==> src/hw/rtl/srpr_pkg.sv <==
// shared types, constants and constant functions for the sar pixel ratio change block
`timescale 1ns / 1ps
`default_nettype none
package srpr_pkg;

    localparam int unsigned LOG_STEPS = 30;
    localparam int unsigned DIV_W     = 56;
    localparam int unsigned EXP_STEPS = 30;

    typedef enum logic [2:0] {
        CFG_INPUT_IS_DB          = 3'd0,
        CFG_OUTPUT_MODE          = 3'd1,
        CFG_NODATA_FIRST         = 3'd2,
        CFG_NODATA_SECOND        = 3'd3,
        CFG_NODATA_FIRST_ENABLE  = 3'd4,
        CFG_NODATA_SECOND_ENABLE = 3'd5
    } t_cfg_idx;

    localparam logic [1:0] MODE_RATIO  = 2'd0;
    localparam logic [1:0] MODE_LOG_DB = 2'd1;

    // dB window for the ratio from dB samples
    localparam logic signed [32:0] DB_OVER  = 33'sd3014656;
    localparam logic signed [32:0] DB_UNDER = -33'sd3932160;
    localparam logic [31:0]        DB_DEN   = 32'd655360;
    localparam logic [35:0]        EXP_BIAS = 36'h8_0000_0000;
    localparam logic [31:0]        Q30_ONE  = 32'h4000_0000;

    typedef struct packed {
        logic signed [31:0] a;
        logic signed [31:0] b;
        logic               bad;
    } t_log_side;

    typedef struct packed {
        logic neg;
        logic is_exp;
        logic bad;
    } t_div_side;

    typedef struct packed {
        logic        is_exp;
        logic        bad;
        logic [5:0]  ip;
        logic [31:0] value;
    } t_exp_side;

    typedef logic [EXP_STEPS-1:0][31:0] t_fac_arr;

    function automatic logic [63:0] f_isqrt(input logic [63:0] v_in);
        logic [63:0] v;
        logic [63:0] res;
        logic [63:0] bit_w;
        v     = v_in;
        res   = 64'd0;
        bit_w = 64'd1 << 62;
        for (int i = 0; i < 32; i++) begin
            if (bit_w > v) bit_w = bit_w >> 2;
        end
        for (int i = 0; i < 32; i++) begin
            if (bit_w != 64'd0) begin
                if (v >= res + bit_w) begin
                    v   = v - (res + bit_w);
                    res = (res >> 1) + bit_w;
                end else begin
                    res = res >> 1;
                end
                bit_w = bit_w >> 2;
            end
        end
        return res;
    endfunction

    function automatic logic [63:0] f_log2_q30(input logic [63:0] x);
        logic [63:0] e;
        logic [63:0] m;
        logic [63:0] r;
        e = 64'd0;
        for (int i = 0; i < 30; i++) begin
            if ((x >> (e + 64'd1)) != 64'd0) e = e + 64'd1;
        end
        m = x << (64'd30 - e);
        r = e << 30;
        for (int i = 29; i >= 0; i--) begin
            m = (m * m) >> 30;
            if (m >= (64'd2 << 30)) begin
                m = m >> 1;
                r = r | (64'd1 << i);
            end
        end
        return r;
    endfunction

    // entry 0 is the factor for the top fraction bit
    function automatic t_fac_arr f_exp_factors();
        t_fac_arr    fac;
        logic [63:0] m;
        m = f_isqrt(64'd1 << 61);
        for (int j = 0; j < EXP_STEPS; j++) begin
            fac[j] = m[31:0];
            m      = f_isqrt(m << 30);
        end
        return fac;
    endfunction

    localparam logic [31:0] L10     = 32'(f_log2_q30(64'd10));
    localparam t_fac_arr    EXP_FAC = f_exp_factors();

endpackage
`default_nettype wire

==> src/hw/rtl/srpr_exp_cell.sv <==
// one fraction bit of the 2^f product chain
`timescale 1ns / 1ps
`default_nettype none
module srpr_exp_cell (
    input  wire logic                i_clk,
    input  wire logic                i_rst_n,
    input  wire logic                i_en,
    input  wire logic                i_valid,
    input  wire srpr_pkg::t_exp_side i_side,
    input  wire logic [31:0]         i_p,
    input  wire logic [29:0]         i_f,
    input  wire logic [31:0]         i_fac,
    output logic                     o_valid,
    output srpr_pkg::t_exp_side      o_side,
    output logic [31:0]              o_p,
    output logic [29:0]              o_f
);
    import srpr_pkg::*;

    logic        r_valid;
    t_exp_side   r_side;
    logic [31:0] r_p;
    logic [29:0] r_f;
    logic [63:0] prod, rnd;
    logic [31:0] n_p;
    logic [29:0] n_f;

    assign prod = 64'(i_p) * 64'(i_fac);
    assign rnd  = prod + (64'd1 << 29);
    assign n_p  = i_f[29] ? rnd[61:30] : i_p;
    assign n_f  = {i_f[28:0], 1'b0};

    always_ff @(posedge i_clk) begin
        if (!i_rst_n) begin
            r_valid <= 1'b0;
        end else if (i_en) begin
            r_valid <= i_valid;
        end
    end

    always_ff @(posedge i_clk) begin
        if (i_en) begin
            r_side <= i_side;
            r_p    <= n_p;
            r_f    <= n_f;
        end
    end

    assign o_valid = r_valid;
    assign o_side  = r_side;
    assign o_p     = r_p;
    assign o_f     = r_f;
endmodule
`default_nettype wire

==> config.mk <==
export PLATFORM = sky130hd
export DESIGN_NAME = srpr_exp_cell
export DESIGN_NICKNAME = d
export VERILOG_FILES = /design/src/hw/rtl/srpr_pkg.sv /design/src/hw/rtl/srpr_exp_cell.sv
export SDC_FILE = /design/constraint.sdc
export NUM_CORES = 2
export LEC_CHECK = 0
export BUFFER_PORTS_ARGS = -buffer_cell sky130_fd_sc_hd__buf_2
export CAP_MARGIN = 15
export CORE_MARGIN = 5
export CORE_UTILIZATION = 62
export CTS_BUF_LIST = sky130_fd_sc_hd__clkbuf_2 sky130_fd_sc_hd__clkbuf_4 sky130_fd_sc_hd__clkbuf_8
export CTS_CLUSTER_SIZE = 14
export DETAILED_ROUTE_END_ITERATION = 12
export GPL_TIMING_DRIVEN = 0
export PLACE_DENSITY = 0.83
export SLEW_MARGIN = 15
export SYNTH_ARGS = -nofsm -noshare
export SYNTH_HDL_FRONTEND = slang
export SYNTH_SLANG_ARGS = --single-unit
==> constraint.sdc <==
create_clock -name i_clk -period 11.7 [get_ports i_clk]
set_input_delay 1.755 -clock i_clk [delete_from_list [all_inputs] [get_ports i_clk]]
set_output_delay 1.755 -clock i_clk [all_outputs]
set_load 0.02 [all_outputs]
; Word-level counts from Yosys, hierarchy flattened
; Cells that the tools add are included.
; W data, S select, Z words.
[totals]
input_bits = 138
elab_cells = 10
reg_bits = 102
output_inout_bits = 103
[op_classes]
mux = 1
n_mul = 1
add_sub_neg = 1
[op_table]
columns = op, count
row1 = $add A62 B30 Y62 const B, 1
row2 = $mul A32 B32 Y62, 1
row3 = $mux W32, 1

; Depth between registers and ports, before layout
[depth]
ltp_word = 3
depth_mapped = 26
mapped_depth_nobuf = 24

; Worst setup path after synthesis
; No wires, ideal clock.
[synth_path]
kind = input-to-reg
start = input port i_p[31]
end = register r_p[22], in the netlist o_p[22] (data pin)
n_path_buf = 2
path_slack_ns = 3.179
setup_time_ns = 0.260
required_ns = 11.440
arrival_ns = 8.262
cell_stages = 24
path_cell_list = clkbuf_1 nand2_1 fa_1 inv_1 fa_1 fa_1 inv_1 fa_1 inv_1 fa_1 fa_1 fa_1 inv_1 fa_1 inv_1 ha_1 clkbuf_1 nand4_1 nor3_1 nand2_1 or4_4 and2_2 xnor2_1 mux2_2
[synth_via]
elab_chain_cells = 3
[synth_rtl]
columns = item, line_no
row1 = start: declaration, srpr_exp_cell.sv:10  ; input wire logic [31:0] i_p,
row2 = $mul A32 B32 Y62, srpr_exp_cell.sv:28  ; assign prod = 64'(i_p) * 64'(i_fac);
row3 = $add A62 B30 Y62, srpr_exp_cell.sv:29  ; assign rnd = prod + (64'd1 << 29);
row4 = $mux W32, srpr_exp_cell.sv:30  ; assign n_p = i_f[29] ? rnd[61:30] : i_p;
row5 = via n_p[22], srpr_exp_cell.sv:25  ; logic [31:0] n_p;
row6 = end signal: assignment, srpr_exp_cell.sv:44  ; r_p <= n_p;
row7 = end: declaration, srpr_exp_cell.sv:22  ; logic [31:0] r_p;
; The timed path passes the listed nets, and every way through them passes these cells.
; A chain may end at the register's enable or synchronous reset.

; Worst setup path after layout
[layout_path]
start = input port i_fac[4]
end = register r_p[23], in the netlist o_p[23] (data pin)
[layout_via]
elab_chain_cells = 3
[layout_rtl]
columns = item, line_no
row1 = start: declaration, srpr_exp_cell.sv:12  ; input wire logic [31:0] i_fac,
row2 = $mul A32 B32 Y62, srpr_exp_cell.sv:28
row3 = $add A62 B30 Y62, srpr_exp_cell.sv:29
row4 = $mux W32, srpr_exp_cell.sv:30
row5 = via n_p[23], srpr_exp_cell.sv:25
; The timed path passes the listed nets, and every way through them passes these cells.

==> results.py <==
metrics = {
    "timing": {
        "final-max-slew-violation-count": 0,
        "skew_ns": 0,
        "slew_headroom": 0.135,
        "finalSetupViolCount": 0,
        "worstMarginPinSlew_ns": 1.30,
        "rsz0062_at_grt": "no",
        "fmax_mhz": 96.1,
        "tns_ns": 0,
        "finalHoldViolations": 0,
        "fin_crit_sh": 0.889,
        "timing.final.crit_period_ns": 10.40,
    },
    "critical_path": {
        "crit_type": "input port to register",
        "end_kind": "register",
        "critPathBufInv": 6,
        "r2r_setup_slack_ns": 11.08,
        "critPathMaxStageDelay_ns": 0.83,
        "r2r-end": "o_valid$_SDFFE_PN0P_",
        "crit_path_start_kind": "input port",
        "cp_num_cells": 24,
        "cp_top_family": "adder cells",
        "cp_max_fo": 10,
        "cpMostUsedCell": "fa_1",
        "rr_worst_depth": 2,
        "critPathSlowestCell": "clkbuf_1",
        "reg2reg_from": "o_valid$_SDFFE_PN0P_",
        "required_ns": 11.86,
        "cp_cell_sequence": "buf_2 -> clkbuf_1 -> and2_1 -> fa_1 -> fa_1 -> inv_1 -> fa_1 -> fa_1 -> inv_1 -> fa_1 -> inv_1 -> fa_1 -> inv_1 -> fa_1 -> fa_1 -> ha_1 -> nand2_1 -> nor4_1 -> o2111ai_1 -> o31ai_1 -> o2111ai_1 -> a21oi_1 -> nor3_1 -> o31ai_1",
        "cp.arrival_ns": 10.56,
    },
    "routing": {
        "drt_first_pass_iters": 8,
        "drt_iter0_drc": 3494,
        "viasPerCell": 6.02,
        "via_count": 29100,
        "wirelength_um": 129000,
        "drtAntennaViolNets": 0,
        "avgRoutedWirePerCell_um": 26.7,
        "post-route-drc-count": 0,
    },
    "floorplan": {
        "start_util": 0.629,
        "core_mm2": 0.0579,
        "dieArea_mm2": 0.0637,
        "die_x_um": 252,
        "die_height_um": 252,
        "num_rows": 88,
        "pin_count": 241,
    },
    "yosys": {
        "synth_common_cells": "896 x fa_1, 881 x inv_1, 640 x and2_1, 441 x nand2_1, 269 x ha_1",
        "synth_edf_count": 101,
        "synth.net_count": 5093,
        "synthArstFlopShare": 0,
        "syn-cell-area_mm2": 0.0364,
        "synth_seq_cells": 102,
        "yosysWarningCount": 0,
        "syn_avg_cell_area_um2": 9.61,
        "yosys.cell_count.top_type": "fa_1",
        "ys_seq_area_frac": 0.0838,
        "syn-instance-count": 3790,
        "synthTopCellsByArea": "fa_1 49%, and2_1 11%, ha_1 9.2%, inv_1 9.1%, edfxtp_1 8.3%",
        "synth_top_cell_by_area": "fa_1",
        "synthFlopType": "edfxtp_1",
        "ys_types": 63,
        "yosysTopAreaCellShare": 0.492,
    },
    "clock_network": {
        "cts.htree.levels": 3,
        "clkTransAtPathRegs_ns": 0.10,
        "cts_hold_buf": 0,
        "cts_sinks": 102,
        "post_cts_buffers": 0,
        "clk_root_buffer_cell": "clkbuf_8",
        "cts_resized": 0,
        "tritoncts.num_buffers": 9,
        "cts_tree": "yes",
        "insertion_delay_ns": 0.38,
        "max-clock-path-buffers": 2,
    },
    "place": {
        "gp_congestion": 1.11,
        "dpl.hpwl_um": 106000,
        "port_buffers": 239,
    },
    "flow_run": {
        "cap_violations": 0,
    },
    "grt": {
        "grt_busiest_layer": "met2",
        "met3_usage": 0.117,
        "grt-ovfl-total": 0,
        "grtUsageMet2": 0.615,
        "grt_usage": 0.412,
        "use_met1": 0.517,
        "grt_first_pass_wirelength_um": 193000,
        "grt_pass1_vias": 31300,
        "antenna_found_initial": 19,
        "grt_max_degree": 65,
    },
    "layout": {
        "nets": 5344,
        "drive_gt1_frac": 0.0702,
        "syn2layout_area_growth_pct": 6.65,
        "final_util": 0.671,
    },
    "hold_path": {
        "hold_path_depth": 2,
        "hold_end": "o_valid$_SDFFE_PN0P_",
        "min_path_type": "register to register",
        "holdCritStartpoint": "o_valid$_SDFFE_PN0P_",
    },
    "run_status": {
        "status": "complete, no violations",
    },
}
## kinds of logic (layout without fill, tap and decap cells)
group	after synthesis	in the layout	share of synthesized area
XOR/XNOR	29	29	0.00697
multiplexers	19	19	0.00584
AND/OR/NAND/NOR	1186	1186	0.171
flip-flops	102	102	0.0838
other	1	26	0.000103
buffers and inverters	1091	1346	0.113
AO/OA/AOI/OAI	197	197	0.0348
adder cells (fa/ha/maj)	1165	1165	0.585
## how the worst max path moves through the flow
stage / start / slack, ns / to
floorplan: i_p[31] / 3.18 / o_p[22]$_DFFE_PP_
global placement: i_fac[4] / 1.10 / o_p[23]$_DFFE_PP_
detailed placement: i_fac[4] / 1.10 / o_p[23]$_DFFE_PP_
CTS: i_fac[4] / 1.45 / o_p[23]$_DFFE_PP_
global route: i_fac[4] / 1.10 / o_p[23]$_DFFE_PP_
finish: i_fac[4] / 1.30 / o_p[23]$_DFFE_PP_
## cell type report
| cell class | instances | area, µm² |
|---|---|---|
| clock buffer | 10 | 131 |
| inverter | 881 | 3310 |
| clock inverter | 5 | 43.8 |
| antenna | 25 | 62.6 |
| timing repair buffer | 240 | 1230 |
| sequential | 102 | 3050 |
| fill | 4628 | 19100 |
| multi-input combinational | 2597 | 29300 |
| tap | 765 | 957 |
| buffer | 210 | 792 |
## worst register-to-register path, stage by stage (launching register included)
cell	delay, ns
dfxtp_1	0.33
mux2i_1	0.13
nor2b_1	0.06
## cell usage in the layout (no fill, tap or decap), drive strengths merged, types with 2 or more instances in the layout
master,n
nand2,441
xor2,10
nand4,13
a21boi,4
o31ai,10
buf,242
nor4,7
ha,269
nor2,31
nor3b,3
a31oi,6
clkbuf,218
and3,5
mux2,18
fa,896
edfxtp,101
clkinvlp,2
o21bai,7
and2,642
nand3,12
o41ai,2
or4,2
nor3,11
a21oi,63
a221o,2
o2111ai,8
a21o,20
o311ai,4
o211ai,6
or3,3
nand2b,8
xnor2,19
inv,884
a211oi,5
diode,25
a31o,4
o21ai,39
a211o,3
nor2b,4
o21a,7
## stage by stage
step,std cells,area [µm²],hold slack (ns),worst slack [ns]
5_1_grt,4811,38800,0.579,1.10
3_5_place_dp,4795,38600,0.539,1.10
6_report,4835,38800,0.557,1.30
2_1_floorplan,3790,36400,0.589,3.18
4_1_cts,4810,38800,0.560,1.45
3_3_place_gp,4794,38600,0.504,1.10
## routing by layer
| metal | up-vias | share of wire |
|---|---|---|
| li1 | 11600 | - |
| met1 | 14400 | 0.33 |
| met2 | 2368 | 0.44 |
| met3 | 720 | 0.13 |
| met4 | 4 | 0.10 |
| met5 | - | 0.00019 |
## flip-flops by register name, indices dropped and copies added (netlist names)
| name | count |
|---|---|
| o_side | 40 |
| o_p | 32 |
| o_valid | 1 |
| o_f | 29 |
Power is not shown: default switching activity piles up to over one toggle a cycle in this logic, so the estimate is an artifact.
