$ cat config.mk
export PLATFORM = sky130hd
export DESIGN_NAME = srpr_log_cell
export DESIGN_NICKNAME = d
export VERILOG_FILES = /design/src/hw/rtl/srpr_pkg.sv /design/src/hw/rtl/srpr_log_cell.sv
export SDC_FILE = /design/constraint.sdc
export NUM_CORES = 2
export LEC_CHECK = 0
export ABC_AREA = 1
export BUFFER_PORTS_ARGS = -buffer_cell sky130_fd_sc_hd__buf_2
export CAP_MARGIN = 20
export CORE_AREA = 4 4 470 472
export DETAILED_ROUTE_END_ITERATION = 12
export DIE_AREA = 0 0 474 476
export GPL_TIMING_DRIVEN = 0
export MAX_ROUTING_LAYER = met4
export PLACE_DENSITY = 0.42
export SLEW_MARGIN = 40
export SYNTH_ARGS = -nofsm -noshare
export SYNTH_HDL_FRONTEND = slang
export SYNTH_SLANG_ARGS = --single-unit
$ cat constraint.sdc
create_clock -name i_clk -period 22.5 [get_ports i_clk]
set_input_delay 4.5 -clock i_clk [delete_from_list [all_inputs] [get_ports i_clk]]
set_output_delay 4.5 -clock i_clk [all_outputs]
set_load 0.005 [all_outputs]
$ cat src/hw/rtl/srpr_pkg.sv
// shared types, constants and constant functions for the sar pixel ratio change block
`timescale 1ns / 1ps
`default_nettype none
package srpr_pkg;

    localparam int unsigned LOG_STEPS = 30;
    localparam int unsigned DIV_W     = 56;
    localparam int unsigned EXP_STEPS = 30;

    typedef enum logic [2:0] {
        CFG_INPUT_IS_DB          = 3'd0,
        CFG_OUTPUT_MODE          = 3'd1,
        CFG_NODATA_FIRST         = 3'd2,
        CFG_NODATA_SECOND        = 3'd3,
        CFG_NODATA_FIRST_ENABLE  = 3'd4,
        CFG_NODATA_SECOND_ENABLE = 3'd5
    } t_cfg_idx;

    localparam logic [1:0] MODE_RATIO  = 2'd0;
    localparam logic [1:0] MODE_LOG_DB = 2'd1;

    // dB window for the ratio from dB samples
    localparam logic signed [32:0] DB_OVER  = 33'sd3014656;
    localparam logic signed [32:0] DB_UNDER = -33'sd3932160;
    localparam logic [31:0]        DB_DEN   = 32'd655360;
    localparam logic [35:0]        EXP_BIAS = 36'h8_0000_0000;
    localparam logic [31:0]        Q30_ONE  = 32'h4000_0000;

    typedef struct packed {
        logic signed [31:0] a;
        logic signed [31:0] b;
        logic               bad;
    } t_log_side;

    typedef struct packed {
        logic neg;
        logic is_exp;
        logic bad;
    } t_div_side;

    typedef struct packed {
        logic        is_exp;
        logic        bad;
        logic [5:0]  ip;
        logic [31:0] value;
    } t_exp_side;

    typedef logic [EXP_STEPS-1:0][31:0] t_fac_arr;

    function automatic logic [63:0] f_isqrt(input logic [63:0] v_in);
        logic [63:0] v;
        logic [63:0] res;
        logic [63:0] bit_w;
        v     = v_in;
        res   = 64'd0;
        bit_w = 64'd1 << 62;
        for (int i = 0; i < 32; i++) begin
            if (bit_w > v) bit_w = bit_w >> 2;
        end
        for (int i = 0; i < 32; i++) begin
            if (bit_w != 64'd0) begin
                if (v >= res + bit_w) begin
                    v   = v - (res + bit_w);
                    res = (res >> 1) + bit_w;
                end else begin
                    res = res >> 1;
                end
                bit_w = bit_w >> 2;
            end
        end
        return res;
    endfunction

    function automatic logic [63:0] f_log2_q30(input logic [63:0] x);
        logic [63:0] e;
        logic [63:0] m;
        logic [63:0] r;
        e = 64'd0;
        for (int i = 0; i < 30; i++) begin
            if ((x >> (e + 64'd1)) != 64'd0) e = e + 64'd1;
        end
        m = x << (64'd30 - e);
        r = e << 30;
        for (int i = 29; i >= 0; i--) begin
            m = (m * m) >> 30;
            if (m >= (64'd2 << 30)) begin
                m = m >> 1;
                r = r | (64'd1 << i);
            end
        end
        return r;
    endfunction

    // entry 0 is the factor for the top fraction bit
    function automatic t_fac_arr f_exp_factors();
        t_fac_arr    fac;
        logic [63:0] m;
        m = f_isqrt(64'd1 << 61);
        for (int j = 0; j < EXP_STEPS; j++) begin
            fac[j] = m[31:0];
            m      = f_isqrt(m << 30);
        end
        return fac;
    endfunction

    localparam logic [31:0] L10     = 32'(f_log2_q30(64'd10));
    localparam t_fac_arr    EXP_FAC = f_exp_factors();

endpackage
`default_nettype wire

$ cat src/hw/rtl/srpr_log_cell.sv
// one squaring round of the log2 chain for both samples
`timescale 1ns / 1ps
`default_nettype none
module srpr_log_cell (
    input  wire logic                  i_clk,
    input  wire logic                  i_rst_n,
    input  wire logic                  i_en,
    input  wire logic                  i_valid,
    input  wire srpr_pkg::t_log_side   i_side,
    input  wire logic [30:0]           i_ma,
    input  wire logic [30:0]           i_mb,
    input  wire logic [34:0]           i_ra,
    input  wire logic [34:0]           i_rb,
    output logic                       o_valid,
    output srpr_pkg::t_log_side        o_side,
    output logic [30:0]                o_ma,
    output logic [30:0]                o_mb,
    output logic [34:0]                o_ra,
    output logic [34:0]                o_rb
);
    import srpr_pkg::*;

    logic        r_valid;
    t_log_side   r_side;
    logic [30:0] r_ma, r_mb;
    logic [34:0] r_ra, r_rb;
    logic [61:0] sq_a, sq_b;
    logic [31:0] sqs_a, sqs_b;
    logic [30:0] n_ma, n_mb;
    logic [34:0] n_ra, n_rb;

    assign sq_a  = 62'(i_ma) * 62'(i_ma);
    assign sq_b  = 62'(i_mb) * 62'(i_mb);
    assign sqs_a = sq_a[61:30];
    assign sqs_b = sq_b[61:30];

    // mantissa reaching two emits a one and is halved
    assign n_ma = sqs_a[31] ? sqs_a[31:1] : sqs_a[30:0];
    assign n_mb = sqs_b[31] ? sqs_b[31:1] : sqs_b[30:0];
    assign n_ra = {i_ra[33:0], sqs_a[31]};
    assign n_rb = {i_rb[33:0], sqs_b[31]};

    always_ff @(posedge i_clk) begin
        if (!i_rst_n) begin
            r_valid <= 1'b0;
        end else if (i_en) begin
            r_valid <= i_valid;
        end
    end

    always_ff @(posedge i_clk) begin
        if (i_en) begin
            r_side <= i_side;
            r_ma   <= n_ma;
            r_mb   <= n_mb;
            r_ra   <= n_ra;
            r_rb   <= n_rb;
        end
    end

    assign o_valid = r_valid;
    assign o_side  = r_side;
    assign o_ma    = r_ma;
    assign o_mb    = r_mb;
    assign o_ra    = r_ra;
    assign o_rb    = r_rb;
endmodule
`default_nettype wire

== After elaboration in Yosys (flattened, before gate mapping) ==
Index checks and enable logic that the tools add are counted.

* Equal/unequal tests: 0
* Magnitude comparators: 0
* Multiply operators: 2
* Reduce and logical (&&, ||, !) cells: 0
* Bitwise gates (word level): 0
* $add $sub $neg: 0
* Shift-type cells: 0
* Div/mod/pow operators: 0
* Multiplexer cells: 2

{| class="wikitable"
|+ Operator list
! kind !! count
|-
| multiplier 31 x 31 -> 62 bit || 2
|-
| 2-to-1 mux 30 bit || 2
|}

* Memories kept: 0
* Memory bits (read-only): 0
* RAM bits: 0
* Logic and storage cells: 14
* Input bits: 201
* Flip-flop bits (word level): 198
* Latch bits: 0

== Depth between registers and ports, before layout ==
* Word-level depth: 2
* Depth in mapped cells: 35
* Gate-level depth less buffers: 32

== Least setup slack after synthesis ==
No wires, ideal clock.

* Path kind: input to register
* Start: in i_ma[25]
* End: reg r_ma[21] (netlist: o_ma[21]) (data pin)
* Path slack: 11.453 ns
* Cell stages on the path: 30
* Buffers on the path: 3
* Arrival time: 10.795 ns
* Setup time: 0.252 ns
* Required time: 22.248 ns
* Cell sequence: clkbuf_1 buf_1 nand2_1 fa_1 fa_1 inv_1 fa_1 inv_1 fa_1 inv_1 fa_1 fa_1 fa_1 inv_1 fa_1 inv_1 ha_1 nand2_1 nand2_1 a21oi_1 nand2_1 nand2_1 nand2_1 a21oi_1 nand2_1 nand2_1 nand2_1 buf_4 nand2_1 nand2_1

* Longest elaborated chain between the ends: 2

{| class="wikitable"
|+ RTL lines
! element !! RTL line !! text
|-
| start: declaration || srpr_log_cell.sv:10 || <nowiki>input wire logic [30:0] i_ma,</nowiki>
|-
| multiplier 31 x 31 -> 62 bit || srpr_log_cell.sv:32 || <nowiki>assign sq_a = 62'(i_ma) * 62'(i_ma);</nowiki>
|-
| 2-to-1 mux 30 bit || srpr_log_cell.sv:38 || <nowiki>assign n_ma = sqs_a[31] ? sqs_a[31:1] : sqs_a[30:0];</nowiki>
|-
| named net n_ma[21] || srpr_log_cell.sv:29 || <nowiki>logic [30:0] n_ma, n_mb;</nowiki>
|-
| end signal: assignment || srpr_log_cell.sv:54 || <nowiki>r_ma <= n_ma;</nowiki>
|-
| end: declaration || srpr_log_cell.sv:25 || <nowiki>logic [30:0] r_ma, r_mb;</nowiki>
|}

The timed path passes the listed nets, and every way through them passes these cells.
A chain may end at the register's enable or synchronous reset.

== Worst setup path after layout ==
* Start: in i_mb[5]
* End: reg r_mb[0] (netlist: o_mb[0]) (data pin)

* Longest elaborated chain between the ends: 2

{| class="wikitable"
|+ RTL lines
! element !! RTL line !! text
|-
| start: declaration || srpr_log_cell.sv:11 || <nowiki>input wire logic [30:0] i_mb,</nowiki>
|-
| multiplier 31 x 31 -> 62 bit || srpr_log_cell.sv:33 || <nowiki>assign sq_b = 62'(i_mb) * 62'(i_mb);</nowiki>
|-
| 2-to-1 mux 30 bit || srpr_log_cell.sv:39 || <nowiki>assign n_mb = sqs_b[31] ? sqs_b[31:1] : sqs_b[30:0];</nowiki>
|-
| named net n_mb[0] || srpr_log_cell.sv:29 ||
|-
| end signal: assignment || srpr_log_cell.sv:55 || <nowiki>r_mb <= n_mb;</nowiki>
|-
| end: declaration || srpr_log_cell.sv:25 ||
|}

The timed path passes the listed nets, and every way through them passes these cells.

==> flow_metrics.env <==
export IMPL_globalRouteOverflowTotal=0
export IMPL_dr_total_vias=49280
export IMPL_hold_buffers=0
export IMPL_grt_pass1_vias=54890
export IMPL_dpl_cell_area_sq_um=70580
export IMPL_die_area_sq_um=225600
export IMPL_maxCapViolations=0
export IMPL_async_flop_share_pct=0
export IMPL_synthCells=7856
export IMPL_fin_crit_ps=12580
export IMPL_drc=0
export IMPL_yosysSeqAreaShare_pct=9.162
export IMPL_drive_gt1_share_pct=7.654
export IMPL_r2r_start="o_valid$_SDFFE_PN0P_"
export IMPL_start_util_pct=29.92
export IMPL_ctsResizeCount=0
export IMPL_ios=399
export IMPL_hold_class="reg -> reg"
export IMPL_first_iter_violations=3191
export IMPL_hold_violations=0
export IMPL_cp_required_ps=22650
export IMPL_synth_top_area_share_pct=46.17
export IMPL_synth_area_leaders="fa_1 (46%), inv_1 (15%), nand2_1 (12%)"
export IMPL_wl_per_cell_microns=20.73
export IMPL_whs_ps=545.2
export IMPL_clkSinkCount=198
export IMPL_cts_repair_timing_setup_buffer_count=0
export IMPL_area_delta_synth_final_pct=9.937
export IMPL_numPortBuffers=391
export IMPL_core_area_sq_um=216500
export IMPL_period_share_pct=55.91
export IMPL_via_per_inst=4.423
export IMPL_root_buffer="clkbuf_16"
export IMPL_grt_setup_unrepaired="no"
export IMPL_startpoint="i_mb[5]"
export IMPL_cp_common_cell="nand2_1"
export IMPL_fin_area_sq_um=71220
export IMPL_synth_area_sq_um=64780
export IMPL_crit_type="in -> reg"
export IMPL_relSlewSlack_pct=40.11
export IMPL_post_dp_hpwl_microns=197300
export IMPL_tightest_slew_ps=898.4
export IMPL_antenna_found_initial=9
export IMPL_ys_types=39
export IMPL_tns_ps=0
export IMPL_fill_cells=23430
export IMPL_slew_viol_final=0
export IMPL_end_kind="flop"
export IMPL_htreeDepth=4
export IMPL_fin_skew_ps=0
export IMPL_status="completed"
export IMPL_clock_latency_ps=480
export IMPL_crit_fanout=10
export IMPL_dr_pass1_iters=7
export IMPL_synthesis_nets=10090
export IMPL_num_rows=171
export IMPL_antenna_left=0
export IMPL_crit_path_top_delay_cell="clkbuf_1"
export IMPL_numCtsBuffers=17
export IMPL_clkTransAtPathRegs_ps=80
export IMPL_yosysTopAreaCell="fa_1"
export IMPL_max_freq_mhz=79.49
export IMPL_die_w_microns=474
export IMPL_startpoint_type="input pin"
export IMPL_layout_nets=10500
export IMPL_setup_violations=0
export IMPL_grt_max_degree=77
export IMPL_dpl_worst_slack_ps=9408
export IMPL_yosys_warnings=0
export IMPL_cts_buffer_depth=2
export IMPL_cts_tree="done"
export IMPL_worstPathArrival_ps=12730
export IMPL_ys_ff_latch=198
export IMPL_globalplace_congestion=0.9423
export IMPL_synth_edf_count=197
export IMPL_synth_flop_cell="edfxtp_1"
export IMPL_wirelength_microns=230900
export IMPL_hold_path_startpoint="o_valid$_SDFFE_PN0P_"
export IMPL_grt_pass1_wl_microns=349200
export IMPL_avgSynthCellArea_sq_um=8.247
export IMPL_max_stage_delay_ps=630
export IMPL_grt_use_total_pct=21.62
export IMPL_setup_ws_ps=9920
export IMPL_die_h_microns=476
-- registers in the layout, summed over array words and instances (netlist names) --
| name | flops |
|---|---|
| o_side | 65 |
| o_valid | 1 |
| o_mb | 31 |
| o_ra | 35 |
| o_ma | 31 |
| o_rb | 35 |
-- cells in the mapped netlist, types with 16 or more instances --
cell type / count
fa_1: 1494
ha_1: 534
inv_1: 2653
xor2_1: 38
edfxtp_1: 197
nand2_1: 2085
a21oi_1: 118
nand4_1: 26
nor3_1: 16
o21bai_1: 26
o21ai_0: 34
nor2_1: 212
buf_1: 19
xnor2_1: 22
nand3_1: 131
clkbuf_1: 169
-- cells by family (layout without fill, tap and decap cells) --
family          Yosys count  in the layout  synth area share (%)
buf+inv                2857           3284                 16.67
other cells               0              4                     0
compound gates          193            193                 1.661
flops                   198            198                 9.162
xor+xnor                 60             60                0.8111
fa+ha+maj              2028           2028                 56.48
simple gates           2520           2520                 15.22
-- per-stage QoR --
stage                     std cells  utilization [%]
after global placement        11100            32.47
final                         11140            32.89
after global routing          11140            32.89
after detailed placement      11100            32.60
after floorplan                7856                -
after CTS                     11140            32.88
-- cell usage in the layout (no fill, tap or decap), types with 5 or more instances in the layout --
master / n
o21ai_0: 34
a21o_1: 5
nand2_2: 15
buf_6: 6
and2_1: 9
nor2_2: 5
edfxtp_1: 197
inv_8: 5
buf_4: 8
nor2_1: 212
ha_1: 534
clkbuf_1: 32
fa_1: 1494
nand3_1: 131
nand4_1: 26
clkbuf_2: 138
nand2_1: 2085
buf_2: 409
clkbuf_16: 17
inv_1: 2653
xor2_1: 38
xnor2_1: 22
nor3_1: 16
or2_2: 7
o21bai_1: 26
a21oi_1: 118
-- worst max-delay path, delay by kind of cell --
family	cells	cell delay (ps)
adders and majority gates	9	4340
buffers and inverters	10	2020
and+or+nand+nor	13	1840
-- per-layer routing --
layer / routed length, microns / GRT usage [%] / vias to the layer above
met5: 0 / - / -
met3: 11620 / 2.528 / 189
met1: 102500 / 28.32 / 25040
li1: - / - / 22820
met2: 111600 / 36.34 / 1223
met4: 5176 / 4.258 / 0
-- area by class of cell --
cell class,instances,area [sq um],area share (%)
Multi-Input combinational cell,4801,48050,67.47
Inverter,2655,9968,14.00
Sequential cell,198,5936,8.334
Tap cell,2854,3571,5.014
Timing Repair Buffer,395,2037,2.860
Buffer,202,1022,1.435
Clock buffer,18,429.2,0.6026
Clock inverter,14,196.4,0.2758
Antenna cell,4,10.01,0.01405
-- path summary, 6_finish.rpt --
path | to | cells after the start | slack (ps)
min reg2reg | o_valid$_SDFFE_PN0P_ | 2 | 550
max reg2reg | o_valid$_SDFFE_PN0P_ | 2 | 21860
min | o_valid$_SDFFE_PN0P_ | 2 | 550
max | o_mb[0]$_DFFE_PP_ | 32 | 9920
Power is left out: the tool's default activity adds up to more than one toggle a clock period on the data nets, which glitch-free logic cannot reach.
