<file path="src/hw/rtl/srpr_pkg.sv">
// shared types, constants and constant functions for the sar pixel ratio change block
`timescale 1ns / 1ps
`default_nettype none
package srpr_pkg;

    localparam int unsigned LOG_STEPS = 30;
    localparam int unsigned DIV_W     = 56;
    localparam int unsigned EXP_STEPS = 30;

    typedef enum logic [2:0] {
        CFG_INPUT_IS_DB          = 3'd0,
        CFG_OUTPUT_MODE          = 3'd1,
        CFG_NODATA_FIRST         = 3'd2,
        CFG_NODATA_SECOND        = 3'd3,
        CFG_NODATA_FIRST_ENABLE  = 3'd4,
        CFG_NODATA_SECOND_ENABLE = 3'd5
    } t_cfg_idx;

    localparam logic [1:0] MODE_RATIO  = 2'd0;
    localparam logic [1:0] MODE_LOG_DB = 2'd1;

    // dB window for the ratio from dB samples
    localparam logic signed [32:0] DB_OVER  = 33'sd3014656;
    localparam logic signed [32:0] DB_UNDER = -33'sd3932160;
    localparam logic [31:0]        DB_DEN   = 32'd655360;
    localparam logic [35:0]        EXP_BIAS = 36'h8_0000_0000;
    localparam logic [31:0]        Q30_ONE  = 32'h4000_0000;

    typedef struct packed {
        logic signed [31:0] a;
        logic signed [31:0] b;
        logic               bad;
    } t_log_side;

    typedef struct packed {
        logic neg;
        logic is_exp;
        logic bad;
    } t_div_side;

    typedef struct packed {
        logic        is_exp;
        logic        bad;
        logic [5:0]  ip;
        logic [31:0] value;
    } t_exp_side;

    typedef logic [EXP_STEPS-1:0][31:0] t_fac_arr;

    function automatic logic [63:0] f_isqrt(input logic [63:0] v_in);
        logic [63:0] v;
        logic [63:0] res;
        logic [63:0] bit_w;
        v     = v_in;
        res   = 64'd0;
        bit_w = 64'd1 << 62;
        for (int i = 0; i < 32; i++) begin
            if (bit_w > v) bit_w = bit_w >> 2;
        end
        for (int i = 0; i < 32; i++) begin
            if (bit_w != 64'd0) begin
                if (v >= res + bit_w) begin
                    v   = v - (res + bit_w);
                    res = (res >> 1) + bit_w;
                end else begin
                    res = res >> 1;
                end
                bit_w = bit_w >> 2;
            end
        end
        return res;
    endfunction

    function automatic logic [63:0] f_log2_q30(input logic [63:0] x);
        logic [63:0] e;
        logic [63:0] m;
        logic [63:0] r;
        e = 64'd0;
        for (int i = 0; i < 30; i++) begin
            if ((x >> (e + 64'd1)) != 64'd0) e = e + 64'd1;
        end
        m = x << (64'd30 - e);
        r = e << 30;
        for (int i = 29; i >= 0; i--) begin
            m = (m * m) >> 30;
            if (m >= (64'd2 << 30)) begin
                m = m >> 1;
                r = r | (64'd1 << i);
            end
        end
        return r;
    endfunction

    // entry 0 is the factor for the top fraction bit
    function automatic t_fac_arr f_exp_factors();
        t_fac_arr    fac;
        logic [63:0] m;
        m = f_isqrt(64'd1 << 61);
        for (int j = 0; j < EXP_STEPS; j++) begin
            fac[j] = m[31:0];
            m      = f_isqrt(m << 30);
        end
        return fac;
    endfunction

    localparam logic [31:0] L10     = 32'(f_log2_q30(64'd10));
    localparam t_fac_arr    EXP_FAC = f_exp_factors();

endpackage
`default_nettype wire

</file>
<file path="src/hw/rtl/srpr_div_cell.sv">
// one restoring division step, one quotient bit
`timescale 1ns / 1ps
`default_nettype none
module srpr_div_cell (
    input  wire logic                       i_clk,
    input  wire logic                       i_rst_n,
    input  wire logic                       i_en,
    input  wire logic                       i_valid,
    input  wire srpr_pkg::t_div_side        i_side,
    input  wire logic [31:0]                i_rem,
    input  wire logic [srpr_pkg::DIV_W-1:0] i_w,
    input  wire logic [31:0]                i_den,
    output logic                            o_valid,
    output srpr_pkg::t_div_side             o_side,
    output logic [31:0]                     o_rem,
    output logic [srpr_pkg::DIV_W-1:0]      o_w,
    output logic [31:0]                     o_den
);
    import srpr_pkg::*;

    logic             r_valid;
    t_div_side        r_side;
    logic [31:0]      r_rem, r_den;
    logic [DIV_W-1:0] r_w;
    logic [32:0]      trial, diff;
    logic             ge;
    logic [31:0]      n_rem;
    logic [DIV_W-1:0] n_w;

    assign trial = {i_rem, i_w[DIV_W-1]};
    assign diff  = trial - {1'b0, i_den};
    assign ge    = trial >= {1'b0, i_den};
    assign n_rem = ge ? diff[31:0] : trial[31:0];
    // dividend bits leave at the top while quotient bits enter at the bottom
    assign n_w   = {i_w[DIV_W-2:0], ge};

    always_ff @(posedge i_clk) begin
        if (!i_rst_n) begin
            r_valid <= 1'b0;
        end else if (i_en) begin
            r_valid <= i_valid;
        end
    end

    always_ff @(posedge i_clk) begin
        if (i_en) begin
            r_side <= i_side;
            r_rem  <= n_rem;
            r_w    <= n_w;
            r_den  <= i_den;
        end
    end

    assign o_valid = r_valid;
    assign o_side  = r_side;
    assign o_rem   = r_rem;
    assign o_w     = r_w;
    assign o_den   = r_den;
endmodule
`default_nettype wire

</file>
<file path="config.mk">
export PLATFORM = sky130hd
export DESIGN_NAME = srpr_div_cell
export DESIGN_NICKNAME = d
export VERILOG_FILES = /design/src/hw/rtl/srpr_pkg.sv /design/src/hw/rtl/srpr_div_cell.sv
export SDC_FILE = /design/constraint.sdc
export NUM_CORES = 1
export LEC_CHECK = 0
export BUFFER_PORTS_ARGS = -buffer_cell sky130_fd_sc_hd__buf_2
export CORE_UTILIZATION = 48
export CTS_CLUSTER_SIZE = 24
export DETAILED_ROUTE_END_ITERATION = 10
export GPL_ROUTABILITY_DRIVEN = 1
export PLACE_DENSITY = 0.84
export SYNTH_ARGS = -nofsm -noshare
export SYNTH_HDL_FRONTEND = slang
export SYNTH_SLANG_ARGS = --single-unit
</file>
<file path="constraint.sdc">
create_clock -name i_clk -period 4.5 [get_ports i_clk]
set_input_delay 0.675 -clock i_clk [delete_from_list [all_inputs] [get_ports i_clk]]
set_output_delay 0.675 -clock i_clk [all_outputs]
set_load 0.005 [all_outputs]
</file>
; After elaboration in Yosys (flattened, before gate mapping)
; Index checks and enable logic that the tools add are counted.
[word_totals]
romBits = 0
ramBits = 0
mem_count = 0
wordCells = 10
register_bits = 124
latch_bits = 0
input_bits = 127
[op_classes]
bitwise = 0
mux = 1
add_sub_neg = 1
n_reduce_logical = 0
mul = 0
div = 0
magnitude_cmp = 1
n_eq_ne = 0
n_shift = 0
[ops]
columns = op, count
row1 = $ge A33 B32 Y1, 1
row2 = $mux W32, 1
row3 = $sub A32 B32 Y32, 1

; Depth between registers and ports, before layout
; Gate-level depths: netlist of run 1.
[depth]
depth_word = 2
mapped_depth = 13

; Worst setup path after synthesis of run 1
; No wires, ideal clock.
[synth_path]
kind = input -> register
from = input port i_den[7]
to = register r_rem[13], in the netlist o_rem[13] (data pin)
arrival_time_ps = 3184
cell_stages = 12
n_path_buf = 2
setup_time_ps = 262
setup_slack_ps = 1054
required_ps = 4238
path_cell_list = inv_1 > ha_1 > buf_2 > nand4_1 > or4_1 > a21oi_1 > nor3_1 > a211oi_2 > o21ai_2 > o31ai_4 > buf_4 > mux2_1
[synth_via]
elab_chain_len = 2
word_cells_on_any_way = 3
classes_between = 1 x add/sub / 1 x order compare / 1 x mux
[synth_lines]
columns = element, line
row1 = start: declaration, srpr_div_cell.sv:12  ; input wire logic [31:0] i_den,
row2 = $sub A32 B32 Y32 / $ge A33 B32 Y1 (equally long branches), "srpr_div_cell.sv:31, srpr_div_cell.sv:32"
row3 = $mux W32 *, srpr_div_cell.sv:33  ; assign n_rem = ge ? diff[31:0] : trial[31:0];
row4 = named net n_rem[13], srpr_div_cell.sv:27  ; logic [31:0] n_rem;
row5 = end signal: assignment, srpr_div_cell.sv:48  ; r_rem <= n_rem;
row6 = end: declaration, srpr_div_cell.sv:23  ; logic [31:0] r_rem, r_den;
; The timed path passes the listed nets; every way through them passes the cells marked *.
; A chain may end at the register's enable or synchronous reset.

; Worst setup path in the final report of run 1
[layout_path]
from = input port i_w[55] (netlist name)
to = register r_rem[30], in the netlist o_rem[30] (data pin)
[layout_via]
elab_chain_len = 2
word_cells_on_any_way = 3
classes_between = 1 x add/sub / 1 x order compare / 1 x mux
[layout_lines]
columns = element, line
row1 = start: declaration, srpr_div_cell.sv:11  ; input wire logic [srpr_pkg::DIV_W-1:0] i_w,
row2 = $sub A32 B32 Y32 / $ge A33 B32 Y1 (equally long branches), "srpr_div_cell.sv:31, srpr_div_cell.sv:32"
row3 = $mux W32 *, srpr_div_cell.sv:33
row4 = named net n_rem[30], srpr_div_cell.sv:27
; Marked as above.

==> flow_summary_export.csv, run 1 <==
group,metric,value,unit
worst_setup_path,cp_num_buf_inv,2,
hold_path,hold_path_class,"primary input to flop",
floorplanning,fp.dieArea,12800,um2
hold_path,whs_path_depth,1,
synth,synth-xor-area-share,3.98,%
drt,ant_nets,0,
clock_tree,clock_tree.buffer_depth,2,
synth,avgSynthCellArea,12.7,um2
worst_setup_path,arrival,3.70,ns
worst_setup_path,cp-end-kind,"flop",
sta,slew_headroom,25.8,%
sta,finClkSkew,0,ns
power_and_ir_drop,internal-power,2.54,mW
synth,synth-seq-cells,124,
synth,yosys_warnings,0,
sta,worstMarginPinSlew,1.11,ns
synth,synth_seq_area_share,62.6,%
placed_design,port_buffers,250,
synth,synthDistinctLibCells,48,
global_routing,antenna_found_initial,2,
sta,setup_tns,0,ns
floorplanning,core_region_area,12000,um2
finish,antenna_cells,0,
clock_tree,htree_levels,4,
floorplanning,die_h,113,um
synth,yosys.area.top_type,"edfxtp_1",
clock_tree,cts_buffers,17,
sta,setup_ws,0.973,ns
sta,finalHoldViolCount,0,
worst_setup_path,crit_required,4.67,ns
clock_tree,hold_buffers,0,
worst_setup_path,cp_max_fo,4,
clock_tree,cts_resized,0,
worst_setup_path,cp-start-kind,"primary input",
synth,synth_cells,469,
drt,post_drt_wl_per_cell,18.2,um
sta,worst_hold_slack,0.424,ns
placed_design,gp_congestion,0.980,
floorplanning,io_pins,251,
finish,nets,885,
worst_setup_path,crit_chain,"buf_2 -> inv_1 -> ha_1 -> fa_1 -> nand2b_1 -> a21oi_1 -> o21ai_0 -> o311a_1 -> a31oi_1 -> a21oi_1 -> o41ai_1 -> xor2_1 -> mux2_1",
clock_tree,cts_tree,"yes",
synth,synth_area_leaders,"edfxtp_1 62%, ha_1 6.7%, a21oi_1 4.6%, inv_1 2.4%, xnor2_1 2.4%",
floorplanning,rows,40,
sta,timing.fmax,283,MHz
synth,synth_edf_count,123,
clock_tree,clk_pin_slew,0.06,ns
worst_setup_path,path_class,"primary input to flop",
power_and_ir_drop,p_comb_share,16.8,%
sta,rsz0062_at_grt,"no",
power_and_ir_drop,switching_share,25.4,%
floorplanning,die_width,113,um
clock_tree,clk_latency,0.41,ns
power_and_ir_drop,power_frac_seq,42.4,%
power_and_ir_drop,leakagePower,3.55,nW
drt,drt-total-wl,16.1,mm
synth,synth_area,5940,um2
clock_tree,cts_root_buf,"clkbuf_16",
synth,synth_top_area_share,62.2,%
global_routing,grt.total_usage,25.3,%
placed_design,dp_slack,0.613,ns
status,status,"finished, final reports clean",
drt,drt_pre_antenna_iters,5,
power_and_ir_drop,powerDensity,430,nW/um2
synth,ys.flop_type,"edfxtp_1",
worst_setup_path,cp_common_cell,"a21oi_1",
worst_setup_path,critPathSlowestCell,"o311a_1",
synth,muxShareOfSynthArea,2.40,%
synth,synthAdderAreaFrac,7.08,%
global_routing,grt-ovfl-total,0,
drt,viasPerCell,5.48,
job,maxCapViolations,0,
drt,first_iter_violations,509,
worst_setup_path,rr_worst_depth,2,
finish,final_core_util,65.9,%
power_and_ir_drop,p_clk_share,40.8,%
clock_tree,cts_setup_buffers,0,
global_routing,grt_pass1_wl,24.2,mm
sta,fin_crit_sh,78.4,%
global_routing,grt_pass1_vias,4820,
worst_setup_path,worst-path-stages,13,
worst_setup_path,critPathMaxStageDelay,0.41,ns
floorplanning,initial_core_util,49.4,%
power_and_ir_drop,power.switching,0.863,mW
placed_design,dpl.hpwl,11.9,mm
sta,final_max_slew_viol_count,0,
drt,drc,0,
synth,syn_nets,629,
power_and_ir_drop,ir_drop,0.227,mV
global_routing,grt_start_max_net_pins,89,
synth,synth-compound-area-share,12.4,%
synth,async_flop_share,0,%
worst_setup_path,cp_top_family,"compound AO/OA/AOI/OAI gates",
finish,areaGrowthSynthToFinish,33.4,%
sta,final.min_clock_period,3.53,ns
synth,synthSimpleGateAreaFrac,7.73,%
finish,drive_above_1_share,39.8,%
clock_tree,clock_sinks,124,
synth,synth_top_family_by_area,"compound AO/OA/AOI/OAI gates",
drt,vias,4851,
sta,setup_violations,0,
## per-layer routing
| metal | global-route usage, % | share of wire (%) | vias up |
|---|---|---|---|
| met1 | 27.5 | 37 | 2279 |
| met4 | 14.8 | 4.4 | 2 |
| li1 | - | - | 2254 |
| met5 | 0 | 0.081 | - |
| met3 | 9.27 | 9.0 | 58 |
| met2 | 42.6 | 49 | 258 |
## logic make-up after synthesis
logic type	after synthesis
xor gates and xnor gates	27
muxes	13
AOI/OAI and AO/OA	118
and+or+nand+nor	99
buffers and inverters	55
adders and majority gates	33
DFF	124
## layout make-up
class	instances	area, um2
Fill cell	884	4090
Timing Repair Buffer	254	1280
Clock buffer	18	429
Multi-Input combinational cell	290	1990
Tap cell	147	184
Clock inverter	14	170
Inverter	38	143
Sequential cell	124	3710
## per-stage QoR
step                power (mW)  cell area [um2]  cells
global placement          2.01             7320    853
finish                    3.40             7920    885
detailed placement        2.03             7320    853
global route              3.53             7920    885
floorplan                 1.76             5940    469
CTS                       3.41             7920    885
## power groups by stage
stage / registers [mW] / logic [mW] / clock network [mW]
6_report: 1.44 / 0.572 / 1.39
5_1_grt: 1.45 / 0.624 / 1.45
4_1_cts: 1.44 / 0.569 / 1.40
3_5_place_dp: 1.46 / 0.563 / 0
3_3_place_gp: 1.46 / 0.548 / 0
2_1_floorplan: 1.48 / 0.278 / 0
## worst reg2reg max path, delay by kind of cell (launching register included)
family	cells	cell delay (ns)
DFF	1	0.31
muxes	1	0.13
and+or+nand+nor	1	0.07
## flip-flops by register name, summed over array words and instances (netlist names)
signal   cells
o_w         56
o_side       3
o_valid      1
o_rem       32
o_den       32
## layout by cell type, fill, tap and decap left out, drive strengths merged, types with 2 or more instances in the layout
master / count
a211o: 2
a211oi: 4
a21o: 12
a21oi: 54
a2bb2oi: 2
a31oi: 5
and4: 2
buf: 254
bufinv: 3
clkbuf: 18
clkinv: 4
clkinvlp: 5
edfxtp: 123
ha: 32
inv: 40
mux2: 10
mux2i: 3
nand2: 27
nand2b: 4
nand3: 8
nand4: 7
nor2: 36
nor2b: 3
nor3: 2
nor4: 4
o211ai: 4
o21a: 6
o21ai: 17
o21bai: 3
o22ai: 2
o31ai: 2
o41ai: 2
xnor2: 16
xor2: 11
## cell usage after synthesis (all sizes together), types with 4 or more instances
cell	number
o21ai	17
inv	38
xnor2	16
nand2	27
buf	11
a31oi	5
xor2	11
clkbuf	6
a211oi	4
nand3	8
o21a	6
edfxtp	123
nand4	7
ha	32
mux2	10
a21o	12
nor4	4
nor2	36
a21oi	54
nand2b	4
o211ai	4
## worst paths after layout
check                              from   endpoint  slack (ns)
worst max-delay path            i_w[55]  o_rem[30]        0.97
worst min-delay path            i_w[37]    o_w[38]        0.42
worst max register to register  o_valid    o_valid        3.88
worst min register to register  o_valid    o_valid        0.55
Note: power is estimated with default switching activity, not from simulation.
==> inputs of run 2 (changes only) <==
==> constraint.sdc (replaced) <==
create_clock -name i_clk -period 3.44 [get_ports i_clk]
set_input_delay 0.516 -clock i_clk [delete_from_list [all_inputs] [get_ports i_clk]]
set_output_delay 0.516 -clock i_clk [all_outputs]
set_load 0.005 [all_outputs]
==> run 2 against run 1 <==
Sequential share of layout area shrank 0.97 points. Die area is the same. Core utilization up 1.4 points. Hold slack got worse by 0.16 ns. Cell count grew 2.7%. Clock power increased by 23%. Largest cell class unchanged.
==> flow_summary_export.csv, run 2 (synthesis gave the netlist of run 1 again) <==
group,metric,value,unit
status,status,"finished, final reports clean",
drt,drt-total-wl,16.8,mm
drt,ant_nets,0,
clock_tree,cts_buffers,17,
power_and_ir_drop,powerDensity,544,nW/um2
floorplanning,fp.dieArea,12800,um2
clock_tree,clock_tree.buffer_depth,2,
finish,areaGrowthSynthToFinish,36.2,%
floorplanning,die_h,113,um
sta,setup_ws,0.317,ns
floorplanning,core_region_area,12000,um2
floorplanning,rows,40,
worst_setup_path,path_class,"primary input to flop",
finish,final_core_util,67.3,%
sta,rsz0062_at_grt,"no",
clock_tree,cts_root_buf,"clkbuf_16",
worst_setup_path,arrival,3.29,ns
finish,largest_reg_flops,56,
sta,setup_violations,0,
finish,drive_above_1_share,41.9,%
sta,finalHoldViolCount,0,
drt,viasPerCell,5.34,
drt,first_iter_violations,367,
worst_setup_path,crit_required,3.60,ns
worst_setup_path,cp_max_fo,2,
global_routing,grt.total_usage,26.4,%
placed_design,dpl.hpwl,12.7,mm
sta,fin_crit_sh,90.8,%
global_routing,grt_start_max_net_pins,73,
global_routing,grt_pass1_vias,4828,
drt,post_drt_wl_per_cell,18.4,um
sta,final.min_clock_period,3.12,ns
clock_tree,clk_pin_slew,0.06,ns
drt,vias,4857,
finish,mostFrequentLayoutCell,"buf_2",
clock_tree,htree_levels,4,
floorplanning,die_width,113,um
sta,worstMarginPinSlew,0.502,ns
worst_setup_path,cp-end-kind,"flop",
power_and_ir_drop,ir_drop,0.373,mV
finish,most-common-layout-cells,"249 x buf_2, 123 x edfxtp_1, 54 x a21oi_1",
sta,finClkSkew,0,ns
finish,fillers,923,
global_routing,antenna_found_initial,1,
clock_tree,clk_latency,0.42,ns
finish,antenna_cells,0,
power_and_ir_drop,leakagePower,3.65,nW
clock_tree,clock_sinks,124,
clock_tree,cts_setup_buffers,0,
global_routing,grt_pass1_wl,25.2,mm
floorplanning,io_pins,251,
finish,nets,909,
placed_design,port_buffers,250,
drt,drc,0,
job,maxCapViolations,0,
sta,final_max_slew_viol_count,0,
clock_tree,hold_buffers,0,
placed_design,dp_slack,-0.102,ns
floorplanning,initial_core_util,49.4,%
worst_setup_path,cp-start-kind,"primary input",
sta,timing.fmax,320,MHz
sta,slew_headroom,66.5,%
global_routing,grt-ovfl-total,0,
clock_tree,cts_tree,"yes",
placed_design,gp_congestion,0.899,
clock_tree,cts_resized,0,
drt,drt_pre_antenna_iters,5,
hold_path,hold_path_class,"primary input to flop",
==> run 2: cell types whose count changed in the layout (fill, tap and decap cells not counted) <==
cell / before / now
buf_12: 0 / 2
buf_4: 5 / 27
bufinv_16: 3 / 1
clkbuf_1: 1 / 0
clkinv_4: 2 / 1
inv_6: 2 / 6
==> run 2: layout make-up <==
cell class	count	area, um2	area share, %
Clock buffer	17	425	5.26
Inverter	38	143	1.76
Multi-Input combinational cell	290	1990	24.7
Timing Repair Buffer	278	1490	18.4
Clock inverter	15	136	1.69
Sequential cell	124	3710	45.9
Tap cell	147	184	2.27
==> run 2: final timing paths <==
path / from / end / slack [ns] / cells past startpoint
worst max-delay path: i_w[55] / o_rem[30] / 0.32 / 13
worst min register to register: o_valid / o_valid / 0.58 / 2
worst min-delay path: i_w[32] / o_w[33] / 0.27 / 1
worst max register to register: o_valid / o_valid / 2.80 / 2
==> run 2: routing by layer <==
layer / global-route usage [%] / up-vias / share of wire [%]
li1: - / 2307 / -
met2: 44.5 / 219 / 49
met4: 10.9 / 0 / 2.8
met1: 30.4 / 2298 / 39
met3: 9.75 / 33 / 8.7
met5: 0 / - / 0
==> run 2: worst max-delay path, stage by stage <==
cell,delay [ns]
buf_2,0.09
inv_1,0.04
ha_1,0.22
fa_1,0.42
nand2b_1,0.19
a21oi_1,0.17
o21ai_0,0.14
o311a_1,0.35
a31oi_1,0.25
a21oi_1,0.14
o41ai_1,0.34
xor2_1,0.12
mux2_1,0.31
==> run 2: metrics by stage <==
step                area, um2  hold slack (ns)  total power, mW  setup TNS (ns)  cells
floorplan                5940            0.507             2.30               0    469
global placement         7520            0.500             2.68               0    877
detailed placement       7520            0.514             2.71          -0.147    877
CTS                      8090            0.255             4.42               0    909
global route             8090            0.248             4.56               0    909
finish                   8090            0.268             4.40               0    909
==> run 2: power by group <==
group	leakage (nW)	switching (mW)	internal (mW)
logic	2.18	0.430	0.370
registers	1.21	0.0397	1.85
clock network	0.259	0.708	1.00
total	3.65	1.18	3.22
==> inputs of run 3 (changes only) <==
==> config.mk (replaced) <==
export PLATFORM = sky130hd
export DESIGN_NAME = srpr_div_cell
export DESIGN_NICKNAME = d
export VERILOG_FILES = /design/src/hw/rtl/srpr_pkg.sv /design/src/hw/rtl/srpr_div_cell.sv
export SDC_FILE = /design/constraint.sdc
export NUM_CORES = 1
export LEC_CHECK = 0
export CORE_UTILIZATION = 50
export CTS_CLUSTER_SIZE = 24
export DETAILED_ROUTE_END_ITERATION = 10
export DONT_BUFFER_PORTS = 1
export GPL_ROUTABILITY_DRIVEN = 1
export MAX_ROUTING_LAYER = met4
export PLACE_DENSITY = 0.69
export SYNTH_ARGS = -nofsm -noshare
export SYNTH_HDL_FRONTEND = slang
export SYNTH_SLANG_ARGS = --single-unit
==> run 3 against run 2 <==
The flow now finishes with violations (design-rule violations). Critical endpoint unchanged. Highest routed layer unchanged. Cell area shrank 15%. Hold slack got worse by 0.071 ns. First-iteration DRC count down 14%.
==> flow_summary_export.csv, run 3 (synthesis gave the netlist of run 1 again) <==
group,metric,value,unit
floorplanning,fp.dieArea,12300,um2
clock_tree,cts_setup_buffers,0,
power_and_ir_drop,powerDensity,634,nW/um2
finish,largest_reg_flops,56,
drt,drt-total-wl,13.9,mm
sta,finClkSkew,0,ns
clock_tree,cts_root_buf,"clkbuf_16",
sta,fin_crit_sh,87.8,%
finish,most-common-layout-cells,"123 x edfxtp_1, 54 x a21oi_1, 38 x inv_1",
status,status,"finished, violations left",
finish,antenna_cells,0,
placed_design,dpl.hpwl,10.3,mm
clock_tree,clk_latency,0.40,ns
job,maxCapViolations,0,
drt,first_iter_violations,315,
worst_setup_path,arrival,3.18,ns
placed_design,dp.cells,619,
power_and_ir_drop,leakagePower,2.68,nW
worst_setup_path,path_class,"primary input to flop",
power_and_ir_drop,p_clk_share,43.8,%
clock_tree,hold_buffers,0,
finish,areaGrowthSynthToFinish,15.4,%
sta,final_max_slew_viol_count,0,
drt,vias,3772,
clock_tree,clk_pin_slew,0.06,ns
floorplanning,initial_core_util,51.6,%
clock_tree,htree_levels,4,
power_and_ir_drop,switching_share,22.8,%
power_and_ir_drop,power_frac_seq,44.8,%
global_routing,grt.total_usage,23.8,%
floorplanning,io_pins,251,
placed_design,gp_congestion,0.837,
clock_tree,cts_tree,"yes",
worst_setup_path,crit_required,3.60,ns
clock_tree,cts_buffers,17,
sta,finalHoldViolCount,0,
finish,nets,655,
worst_setup_path,cp_max_fo,3,
floorplanning,die_width,111,um
sta,timing.fmax,331,MHz
drt,post_drt_wl_per_cell,21.4,um
drt,ant_nets,0,
power_and_ir_drop,internal-power,3.35,mW
global_routing,grt_pass1_wl,21.2,mm
worst_setup_path,cp-end-kind,"flop",
clock_tree,cts_resized,0,
floorplanning,core_region_area,11500,um2
finish,final_core_util,59.5,%
power_and_ir_drop,ir_drop,0.325,mV
finish,drive_above_1_share,12.2,%
drt,drc,41,
sta,final.min_clock_period,3.02,ns
sta,worstMarginPinSlew,0.437,ns
floorplanning,die_h,111,um
drt,viasPerCell,5.80,
power_and_ir_drop,power,4.34,mW
finish,layout.cells.non_filler,650,
global_routing,grt_start_max_net_pins,125,
sta,setup_violations,0,
sta,rsz0062_at_grt,"no",
global_routing,antenna_found_initial,0,
worst_setup_path,rr_worst_depth,2,
placed_design,port_buffers,0,
clock_tree,clock_tree.buffer_depth,2,
status,violations,"design-rule violations",
power_and_ir_drop,power.switching,0.988,mW
global_routing,grt_pass1_vias,3703,
worst_setup_path,cp-start-kind,"primary input",
power_and_ir_drop,p_comb_share,11.4,%
drt,drt_pre_antenna_iters,8,
floorplanning,rows,39,
hold_path,hold_path_class,"primary input to flop",
hold_path,whs_path_depth,0,
sta,slew_headroom,70.5,%
finish,mostFrequentLayoutCell,"edfxtp_1",
global_routing,grt-ovfl-total,0,
finish,fillers,931,
clock_tree,clock_sinks,124,
sta,setup_tns,0,ns
[run 3: power by group through the flow]
stage / Combinational (mW) / Sequential (mW) / Clock, mW
after floorplan: 0.364 / 1.94 / 0
after global placement: 0.487 / 1.98 / 0
after detailed placement: 0.489 / 1.98 / 0
after CTS: 0.492 / 1.95 / 1.93
after global routing: 0.549 / 1.96 / 2.00
final: 0.493 / 1.94 / 1.90
[run 3: path summary, 6_finish.rpt]
kind,end,slack (ns),from
worst min-delay path,o_den[7],0.20,i_den[7]
worst min register to register,o_valid,0.58,o_valid
worst max register to register,o_valid,2.80,o_valid
worst max-delay path,o_rem[30],0.42,i_w[55]
[run 3: metrics by stage]
stage / hold slack [ns] / setup WS, ns / cell area, um2
detailed placement: 0.554 / 0.0263 / 6220
CTS: 0.181 / 0.451 / 6850
global placement: 0.547 / 0.132 / 6220
global route: 0.176 / 0.328 / 6850
floorplan: 0.507 / 0.153 / 5940
finish: 0.197 / 0.420 / 6850
[run 3: final cells by class]
cell class              count  area [um2]  area share [%]
clock inverters            12         195            2.85
well taps                 143         179            2.61
repair buffers             24         193            2.81
flip-flops and latches    124        3710            54.2
inverters                  38         143            2.08
clock buffers              19         433            6.32
multi-input cells         290        1990            29.1
[run 3: metal layers]
layer / up-vias / wire length, um / track usage (%)
met4: 0 / 227 / 9.32
met5: - / 0 / -
met2: 184 / 6550 / 36.3
li1: 1790 / - / -
met3: 25 / 1260 / 8.75
met1: 1773 / 5840 / 28.9
[run 3: worst max-delay path: stages]
cell and delay [ns]:
inv_1 0.02, ha_1 0.21, fa_1 0.40, nand2b_1 0.18, a21oi_1 0.15, o21ai_0 0.16
o311a_1 0.36, a31oi_1 0.26, a21oi_1 0.18, o41ai_1 0.32, xor2_1 0.11, mux2_1 0.30
